$ cat config.mk
export PLATFORM = sky130hd
export DESIGN_NAME = rom_ram_bank_controller
export DESIGN_NICKNAME = d
export VERILOG_FILES = /design/src/rtl/rrbc_pkg.sv /design/src/rtl/rrbc_bank_regs.sv /design/src/rtl/rrbc_addr_map.sv /design/src/rtl/rom_ram_bank_controller.sv
export SDC_FILE = /design/constraint.sdc
export NUM_CORES = 1
export LEC_CHECK = 0
export BUFFER_PORTS_ARGS = -buffer_cell sky130_fd_sc_hd__buf_4
export CELL_PAD_IN_SITES_DETAIL_PLACEMENT = 1
export CELL_PAD_IN_SITES_GLOBAL_PLACEMENT = 2
export CORE_UTILIZATION = 39
export DETAILED_ROUTE_END_ITERATION = 10
export PLACE_DENSITY_LB_ADDON = 0.3
export REMOVE_ABC_BUFFERS = 1
export SYNTH_ARGS = -nofsm -noshare
export SYNTH_HDL_FRONTEND = slang
export SYNTH_SLANG_ARGS = --single-unit
$ cat constraint.sdc
create_clock -name clock -period 4.9 [get_ports clock]
set_input_delay 0.98 -clock clock [delete_from_list [all_inputs] [get_ports clock]]
set_output_delay 0.98 -clock clock [all_outputs]
set_load 0.05 [all_outputs]
$ cat src/rtl/rrbc_pkg.sv
// Shared types and constants for the ROM/RAM bank controller.
package rrbc_pkg;

   localparam int unsigned ADDR_WIDTH     = 16;
   localparam int unsigned DATA_WIDTH     = 8;
   localparam int unsigned MEM_ADDR_WIDTH = 21;
   localparam int unsigned ROM_BANK_WIDTH = 7;
   localparam int unsigned RAM_BANK_WIDTH = 2;

   // Low nibble that turns external RAM on.
   localparam logic [3:0] RAM_ENABLE_CODE = 4'hA;

   // Bus command.
   localparam logic CMD_READ  = 1'b0;
   localparam logic CMD_WRITE = 1'b1;

   // 8 KiB regions, address bits 15..13.
   localparam logic [2:0] REGION_RAM_ENABLE = 3'd0;
   localparam logic [2:0] REGION_ROM_LOW    = 3'd1;
   localparam logic [2:0] REGION_BANK_HIGH  = 3'd2;
   localparam logic [2:0] REGION_MODE       = 3'd3;
   localparam logic [2:0] REGION_EXT_RAM    = 3'd5;

   typedef enum logic [1:0] {
      TARGET_NONE      = 2'd0,
      TARGET_ROM_READ  = 2'd1,
      TARGET_RAM_READ  = 2'd2,
      TARGET_RAM_WRITE = 2'd3
   } target_type;

   typedef struct packed {
      logic [ROM_BANK_WIDTH-1:0] rom_bank;
      logic [RAM_BANK_WIDTH-1:0] ram_bank;
      logic                      ram_mode;
      logic                      ram_enabled;
   } bank_state_type;

   typedef struct packed {
      logic                  command;
      logic [ADDR_WIDTH-1:0] address;
      logic [DATA_WIDTH-1:0] write_data;
   } access_type;

   typedef struct packed {
      target_type                target;
      logic [MEM_ADDR_WIDTH-1:0] memory_address;
      logic [DATA_WIDTH-1:0]     memory_data;
   } result_type;

endpackage

$ cat src/rtl/rrbc_bank_regs.sv
// Banking control registers, updated by writes to the control ranges.
module rrbc_bank_regs (
   input  logic                    clock,
   input  logic                    reset,
   input  logic                    update,
   input  logic                    has_ram,
   input  rrbc_pkg::access_type    access,
   output rrbc_pkg::bank_state_type state
);

   rrbc_pkg::bank_state_type state_ff;
   rrbc_pkg::bank_state_type state_in;
   logic [4:0]               low_bits;
   logic [2:0]               region;

   assign region   = access.address[15:13];
   assign low_bits = (access.write_data[4:0] == 5'd0) ? 5'd1 : access.write_data[4:0];

   always_comb begin
      state_in = state_ff;
      if (update && access.command == rrbc_pkg::CMD_WRITE) begin
         case (region)
            rrbc_pkg::REGION_RAM_ENABLE: begin
               if (has_ram) begin
                  state_in.ram_enabled = (access.write_data[3:0] == rrbc_pkg::RAM_ENABLE_CODE);
               end
            end
            rrbc_pkg::REGION_ROM_LOW: begin
               state_in.rom_bank[4:0] = low_bits;
            end
            rrbc_pkg::REGION_BANK_HIGH: begin
               if (state_ff.ram_mode) begin
                  state_in.ram_bank = access.write_data[1:0];
               end else begin
                  state_in.rom_bank[6:5] = access.write_data[1:0];
               end
            end
            rrbc_pkg::REGION_MODE: begin
               state_in.ram_mode = access.write_data[0];
            end
            default: begin
               state_in = state_ff;
            end
         endcase
      end
   end

   always_ff @(posedge clock) begin
      if (reset) begin
         state_ff.rom_bank    <= 7'd1;
         state_ff.ram_bank    <= 2'd0;
         state_ff.ram_mode    <= 1'b0;
         state_ff.ram_enabled <= 1'b0;
      end else begin
         state_ff <= state_in;
      end
   end

   assign state = state_ff;

endmodule

$ cat src/rtl/rrbc_addr_map.sv
// Address translation: bus access plus bank state to target and physical address.
module rrbc_addr_map (
   input  rrbc_pkg::access_type     access,
   input  rrbc_pkg::bank_state_type state,
   output rrbc_pkg::result_type     result
);

   logic [2:0]                          region;
   logic [rrbc_pkg::MEM_ADDR_WIDTH-1:0] ram_location;
   logic [rrbc_pkg::MEM_ADDR_WIDTH-1:0] rom_banked;
   logic [rrbc_pkg::MEM_ADDR_WIDTH-1:0] rom_fixed;

   assign region       = access.address[15:13];
   assign ram_location = {6'd0, state.ram_bank, access.address[12:0]};
   assign rom_banked   = {state.rom_bank, access.address[13:0]};
   assign rom_fixed    = {5'd0, access.address};

   always_comb begin
      result.target         = rrbc_pkg::TARGET_NONE;
      result.memory_address = '0;
      result.memory_data    = '0;
      if (access.command == rrbc_pkg::CMD_WRITE) begin
         if (region == rrbc_pkg::REGION_EXT_RAM) begin
            // RAM writes go through regardless of the enable
            result.target         = rrbc_pkg::TARGET_RAM_WRITE;
            result.memory_address = ram_location;
            result.memory_data    = access.write_data;
         end
      end else begin
         case (region)
            rrbc_pkg::REGION_RAM_ENABLE, rrbc_pkg::REGION_ROM_LOW: begin
               result.target         = rrbc_pkg::TARGET_ROM_READ;
               result.memory_address = rom_fixed;
            end
            rrbc_pkg::REGION_BANK_HIGH, rrbc_pkg::REGION_MODE: begin
               result.target         = rrbc_pkg::TARGET_ROM_READ;
               result.memory_address = rom_banked;
            end
            rrbc_pkg::REGION_EXT_RAM: begin
               if (state.ram_enabled) begin
                  result.target         = rrbc_pkg::TARGET_RAM_READ;
                  result.memory_address = ram_location;
               end
            end
            default: begin
               result.target = rrbc_pkg::TARGET_NONE;
            end
         endcase
      end
   end

endmodule

$ cat src/rtl/rom_ram_bank_controller.sv
// Top level of the ROM/RAM bank controller: input stage, bank registers, mapping, result stage.
//
//   channel | direction | handshake           | payload
//   --------+-----------+---------------------+-----------------------------------------
//   req     | in        | req_valid/req_stall | command, address, write_data
//   rsp     | out       | rsp_valid/rsp_stall | target, memory_address, memory_data
//   csr     | in        | csr_write_enable    | has_ram (1 bit), write-only
//
// One beat per cycle sustained while rsp is not stalled; a beat goes from the input register
// through the mapping logic into the result register, which drives rsp_valid.
// Bank registers update as a beat moves to the result stage, so each beat sees the
// state left by the beat before it.
// Synchronous reset: rom_bank 1, ram_bank 0, ROM mode, RAM off, has_ram 0, stages empty.
// A stalled rsp holds the result register; req_stall rises only when both stages are full.
module rom_ram_bank_controller (
   input  logic                                clock,
   input  logic                                reset,

   input  logic                                req_valid,
   output logic                                req_stall,
   input  logic                                req_command,
   input  logic [rrbc_pkg::ADDR_WIDTH-1:0]     req_address,
   input  logic [rrbc_pkg::DATA_WIDTH-1:0]     req_write_data,

   output logic                                rsp_valid,
   input  logic                                rsp_stall,
   output logic [1:0]                          rsp_target,
   output logic [rrbc_pkg::MEM_ADDR_WIDTH-1:0] rsp_memory_address,
   output logic [rrbc_pkg::DATA_WIDTH-1:0]     rsp_memory_data,

   input  logic                                csr_write_enable,
   input  logic                                csr_write_data
);

   // config
   logic has_ram_ff;

   // input stage
   logic                 s1_valid_ff;
   logic                 s1_valid_in;
   rrbc_pkg::access_type s1_access_ff;

   // result stage
   logic                 rsp_valid_ff;
   logic                 rsp_valid_in;
   rrbc_pkg::result_type rsp_result_ff;

   rrbc_pkg::bank_state_type bank_state;
   rrbc_pkg::result_type     map_result;
   logic                     advance;
   logic                     s1_move;
   logic                     req_take;

   // result register can load when empty or being drained this cycle
   assign advance   = !rsp_valid_ff || !rsp_stall;
   assign s1_move   = s1_valid_ff && advance;
   assign req_stall = s1_valid_ff && !advance;
   assign req_take  = req_valid && !req_stall;

   assign s1_valid_in  = req_take || (s1_valid_ff && !s1_move);
   assign rsp_valid_in = s1_move || (rsp_valid_ff && rsp_stall);

   always_ff @(posedge clock) begin
      if (reset) begin
         has_ram_ff   <= 1'b0;
         s1_valid_ff  <= 1'b0;
         rsp_valid_ff <= 1'b0;
      end else begin
         if (csr_write_enable) begin
            has_ram_ff <= csr_write_data;
         end
         s1_valid_ff  <= s1_valid_in;
         rsp_valid_ff <= rsp_valid_in;
      end
   end

   // payload, no reset
   always_ff @(posedge clock) begin
      if (req_take) begin
         s1_access_ff.command    <= req_command;
         s1_access_ff.address    <= req_address;
         s1_access_ff.write_data <= req_write_data;
      end
      if (s1_move) begin
         rsp_result_ff <= map_result;
      end
   end

   rrbc_bank_regs u_bank_regs (
      .clock   (clock),
      .reset   (reset),
      .update  (s1_move),
      .has_ram (has_ram_ff),
      .access  (s1_access_ff),
      .state   (bank_state)
   );

   rrbc_addr_map u_addr_map (
      .access (s1_access_ff),
      .state  (bank_state),
      .result (map_result)
   );

   assign rsp_valid          = rsp_valid_ff;
   assign rsp_target         = rsp_result_ff.target;
   assign rsp_memory_address = rsp_result_ff.memory_address;
   assign rsp_memory_data    = rsp_result_ff.memory_data;

   // Low ROM bank bits can never be zero.
   a_rom_bank_nonzero: assert property (@(posedge clock) disable iff (reset)
      bank_state.rom_bank[4:0] != 5'd0)
      else $error("rom bank low bits are zero");

   // Requests are held off only while the input stage holds a beat.
   a_stall_only_full: assert property (@(posedge clock) disable iff (reset)
      req_stall |-> s1_valid_ff)
      else $error("req stalled with empty input stage");

   // No target means no address.
   a_none_no_address: assert property (@(posedge clock) disable iff (reset)
      rsp_valid && rsp_target == rrbc_pkg::TARGET_NONE |-> rsp_memory_address == '0)
      else $error("address on a no-target result");

   // Data byte only rides on RAM writes.
   a_data_only_write: assert property (@(posedge clock) disable iff (reset)
      rsp_valid && rsp_target != rrbc_pkg::TARGET_RAM_WRITE |-> rsp_memory_data == '0)
      else $error("data byte on a non-write result");

endmodule
-- Yosys cells after proc, flatten, opt, wreduce, memory -nomap -nowiden
Index checks and enable logic that the tools add are counted.
- add/subtract/negate cells: 0
- multipliers: 0
- div/mod/pow operators: 0
- order comparisons: 0
- equality and inequality tests: 5
- shifts and indexed selects: 0
- muxes and demuxes: 6
- bitwise logic cells: 1
- reduce and logical (&&, ||, !) cells: 25
- operator list (cell ; number):
    $pmux 21 s3 ; 1
    $mux 23 ; 2
    $mux 31 ; 1
    $reduce_and 3->1 ; 3
    $eq 3x2->1 const B ; 2
    $logic_and 1x1->1 ; 6
    $reduce_and 2->1 ; 3
    $logic_not 1->1 ; 5
    $logic_not 5->1 ; 1
    $mux 5 ; 1
    $eq 4x4->1 const B ; 1
    $pmux 2 s2 ; 1
    $reduce_or 2->1 ; 2
    $reduce_or 4->1 ; 1
    $eq 3x1->1 const B ; 1
    $eq 3x3->1 const B ; 1
    $logic_not 3->1 ; 1
    $logic_or 1x1->1 ; 3
    $not 1->1 ; 1
- flip-flop bits (word level): 70
- bits in latches: 0
- bits in writable memories: 0
- memory bits (read-only): 0
- bits of input ports: 31
- output and inout bits: 33
- logic and storage cells: 51
- memories kept: 0

-- Longest topological paths before layout
- depth after elaboration: 7
- mapped depth: 5
- depth with buffers taken out: 4

-- By module
Synthesis repeated with hierarchy kept, for this count alone.
- cell total of the unflattened synthesis: 165
- area, all modules: 2616.3 µm²
- modules (own cells, without submodules) (module ; instances ; cells an instance ; area each (µm²) ; sequential area each (µm²)):
    rom_ram_bank_controller ; 1 ; 69 ; 1801.7 ; 1741.7
    rrbc_bank_regs ; 1 ; 54 ; 529.3 ; 220.2
    rrbc_addr_map ; 1 ; 42 ; 285.3 ; 0.0

-- Least setup slack after synthesis
Ideal clock, no wire load.
- path kind: in2reg
- start point: input port rsp_stall
- end point: register s1_access_ff[0] in the netlist's numbering, enable pin
- library setup time: 0.409 ns
- arrival time: 2.524 ns
- required time: 4.491 ns
- slack: 1.967 ns
- stages: 2
- path buffers: 0
- cells stage by stage: and3_1 > nor2b_1
- longest elaborated chain between the ends: 6
- RTL lines (what ; RTL line ; text):
    start: declaration ; rom_ram_bank_controller.sv:26 ; input logic rsp_stall,
    $logic_not 1->1 ; rom_ram_bank_controller.sv:55 ; assign advance = !rsp_valid_ff || !rsp_stall;
    $logic_or 1x1->1 ; rom_ram_bank_controller.sv:55 ;
    $logic_not 1->1 ; rom_ram_bank_controller.sv:57 ; assign req_stall = s1_valid_ff && !advance;
    $logic_and 1x1->1 ; rom_ram_bank_controller.sv:57 ;
    $logic_not 1->1 ; rom_ram_bank_controller.sv:58 ; assign req_take = req_valid && !req_stall;
    $logic_and 1x1->1 ; rom_ram_bank_controller.sv:58 ;
    net req_take ; rom_ram_bank_controller.sv:52 ; logic req_take;
    end: declaration ; rom_ram_bank_controller.sv:41 ; rrbc_pkg::access_type s1_access_ff;
The timed path passes the listed nets, and every way through them passes these cells.
A chain may end at the register's enable or synchronous reset.

-- Final worst setup path
- start point: input port rsp_stall
- end point: output port req_stall
- longest elaborated chain between the ends: 4
- RTL lines (what ; RTL line ; text):
    $logic_not 1->1 ; rom_ram_bank_controller.sv:55 ;
    $logic_or 1x1->1 ; rom_ram_bank_controller.sv:55 ;
    $logic_not 1->1 ; rom_ram_bank_controller.sv:57 ;
    $logic_and 1x1->1 ; rom_ram_bank_controller.sv:57 ;
    end: declaration ; rom_ram_bank_controller.sv:20 ; output logic req_stall,
Every way passes these cells.

==> summary by stage <==
Min path
The worst hold path terminates at u_bank_regs.state[2]. The cell count of the worst hold path is 2. The worst hold path belongs to the class flop to flop. The startpoint of the tightest hold check path is u_bank_regs.state[2].

Global routing
Entering global routing, the biggest net connects 26 pins. The remaining global-route overflow is 0. The global router's overall resource usage is 0.160. The wire length of the first global-routing pass is approximately 8.4 mm. The via count of the first global-routing pass was 1,672. The initial antenna violation count is 0.

Routing
In the routed layout, each cell is associated on average with a via count of about 4.9. For this run, the detailed router's first-pass iteration total came to 7. The vias after detailed routing is 1,549. The detailed router finished its first iteration with 68 violations. After detailed routing, the number of remaining DRC violations is 5. The final antenna-violating net count is 0. The detailed-route wire length is about 5.2 mm. The mean routed wirelength per cell is 16.4 um.

Synthesis
Summing every instance area after synthesis gives 2680 um2. The largest area contributor in the netlist is sky130_fd_sc_hd__edfxtp_1. The number of flops mapped to enable cells by yosys is 56.

Yosys attributes the largest share of cell area to sky130_fd_sc_hd__edfxtp_1 (63%), sky130_fd_sc_hd__dfxtp_1 (10%), sky130_fd_sc_hd__nor3b_2 (4.7%). Of the post-synthesis cell area, the dominant cell type holds 0.628. Ranked by instance count, the synthesized netlist is headed by sky130_fd_sc_hd__edfxtp_1 (56), sky130_fd_sc_hd__nand2b_1 (16), sky130_fd_sc_hd__and2_1 (14), sky130_fd_sc_hd__dfxtp_1 (14), sky130_fd_sc_hd__mux2i_1 (11). The synthesized netlist cell count is 166.

The register bit total from synthesis is 70. The sequential cell area fraction in the yosys report is 0.733. Yosys mapped the design onto 30 distinct sky130hd cell types. The Yosys step of the flow raised 0 warnings. A synthesized cell averages 16.1 um2. For this run, asynchronously set or reset flops after synthesis account for 0.

For this run, the leading register cell type out of synthesis is sky130_fd_sc_hd__edfxtp_1. The cell with the most instances after synthesis is sky130_fd_sc_hd__edfxtp_1.

Placement
The post-DP HPWL is between 3 and 4 mm. The number of placed instances, taps included, is 301. The congestion estimate from routability-driven global placement came to 0.722. The count of input and output buffers is 63.

Timing
Across all hold checks on the routed design, the worst slack comes to 472 ps. After routing, the total negative slack on setup checks comes to 0 ps. The final number of max-transition violations is 0. The worst pin sits at a relative slew slack of 0.372. Derived from the worst setup path, the maximum achievable clock frequency is 405 MHz.

The clock skew after layout is 8.86 ps. For the pin with the worst max-slew slack, the measured transition is 937 ps. Setup repair after global routing left no endpoint under its margin. The final-report hold violation count is 0. Setup violations remaining at the end of the flow were counted as 0. The worst path in the final design needs a cycle of approximately 2500 ps, including I/O delays and setup. Dividing the final minimum period by the clock period gives 0.504.

Setup path
Of all nets on the critical path, the largest fanout is 3. The critical path's slowest cell is sky130_fd_sc_hd__buf_4. The register-to-register path setup slack is between 2000 and 3000 ps. The required time at the worst-slack endpoint is about 3900 ps.

The critical path is of the input pin to output pin type. The number of buffers and inverters on the critical path is 2. The capturing element type of the critical path is an output pin.

Counting cells, the worst reg-to-reg path comes to 3. STA classifies the critical path startpoint as an input pin. By instance count, the cell type seen most on the critical path is sky130_fd_sc_hd__buf_4.

The critical path goes through buf_4, and3_1, buf_4. The highest cell delay on the worst timing path is 220 ps. The cell class contributing the biggest share of worst-path delay is buffers and inverters. In this run the critical register-to-register path is captured at u_bank_regs.state[6]. The instance count on the critical path is 3.

The endpoint arrival time on the critical path is 1490 ps. The start of the worst register-to-register path is s1_access_ff[23].

CTS
The root buffer cell is sky130_fd_sc_hd__clkbuf_8. The clock transition time at the flip-flop clock pins of the worst setup and hold paths is 70 ps. The clock net sink count is 70.

The quantity of hold-fixing buffers added after cts is 0. The clock reaches the later pin of the worst-skew pair after 340 ps. The TritonCTS clock tree is yes. The number of clock buffers added by TritonCTS is 9.

The H-tree generated during clock tree synthesis spans 3 levels. After clock tree synthesis, the setup repair step added 0 buffers. After clock tree synthesis, the repair step resized 0 gates. Counting along the longest clock path gives a buffer depth of 2.

Layout
Relative to the synthesized area, the layout overhead comes to 29.1%. 0 antenna diodes ended up in the layout. Once layout is complete, the utilization of the core stands at 0.532. The fraction of layout cells with a size suffix above 1 is 0.397. For this run, the post-layout net count is 266.

The non-filler instance count after layout is 316.

Floorplan
In this run the standard cell core region covers around 6500 um2. The die footprint is 7200 um2. The number of placement rows is 29. The starting utilization of the core area is 0.412. The die extent in x is 84.9 um.

The number of top-level design ports is 64. The overall die height is 84.9 um.

Pwr
Across the VDD grid, the largest voltage drop is 183 uV. For this design the static power due to leakage is 1.33 nW. Power spread over the standard cell area amounts to 392 nW/um2.

Flow run
Across the run, the number of max-cap violations was 0.

Run status
The final reports fail on design-rule violations. The run finished, with violations left.
[cell type report]
cell class	count	area [um2]
clock inverters	6	111
clock buffers	9	124
well taps	77	96.3
flip-flops and latches	70	1960
repair buffers	65	488
multi-input cells	87	668
fillers	644	3040
inverters	2	7.51
[worst reg2reg max path, cell delays in order, from the launching register on]
cell	delay, ps
sky130_fd_sc_hd__edfxtp_1	520
sky130_fd_sc_hd__nor2b_2	780
sky130_fd_sc_hd__and3_1	480
sky130_fd_sc_hd__mux2i_1	240
[report_power, final]
group / total [mW] / internal [mW] / switching (mW)
Combinational: 0.126 / 0.0456 / 0.0807
Sequential: 0.683 / 0.671 / 0.0119
Clock: 0.547 / 0.335 / 0.212
Total: 1.36 / 1.05 / 0.305
[per-stage QoR]
step / worst slack [ps] / total power, mW / cell area [um2]
2_1_floorplan: 1970 / 0.769 / 2630
3_3_place_gp: 2250 / 0.821 / 3220
3_5_place_dp: 2160 / 0.824 / 3220
4_1_cts: 2430 / 1.37 / 3460
5_1_grt: 2400 / 1.40 / 3460
6_report: 2430 / 1.36 / 3460
[logic make-up (layout without fill, tap and decap cells)]
family	after synthesis	in the layout	synth area share
compound gates	6	6	0.0178
buf+inv	9	82	0.0196
flops	70	70	0.733
mux	12	12	0.0453
simple gates	69	69	0.185
[flip-flops by register name, indices dropped and copies added (netlist names)]
| register | flops |
|---|---|
| s1_access_ff | 25 |
| rsp_valid | 1 |
| has_ram_ff | 1 |
| rsp_memory_data | 8 |
| s1_valid_ff | 1 |
| u_bank_regs.state | 11 |
| rsp_memory_address | 21 |
| rsp_target | 2 |
[cells in the final DEF (no fill, tap or decap), drive strengths merged, types with 2 or more instances in the layout]
cell type and instances:
buf 65, edfxtp 56, nand2b 16, and2 14
dfxtp 14, nor3b 14, mux2i 11, clkbuf 9
nor2 7, nor2b 5, and3 3, bufinv 3
nor4 3, nand4 2, inv 2, clkinv 2
[layer usage]
metal,track usage,part of all wire,up-vias
met5,0,0,-
met4,0.0955,0.026,0
met3,0.0486,0.048,12
met2,0.268,0.50,46
met1,0.183,0.42,749
li1,-,-,742
[how the worst max path moves through the flow]
stage               from              endpoint
2_1_floorplan  rsp_stall       s1_access_ff[0]
3_3_place_gp   rsp_stall  u_bank_regs.state[6]
3_5_place_dp   rsp_stall  u_bank_regs.state[6]
4_1_cts        rsp_stall             req_stall
5_1_grt        rsp_stall             req_stall
6_report       rsp_stall             req_stall
Power figures use the tool's default switching activity.
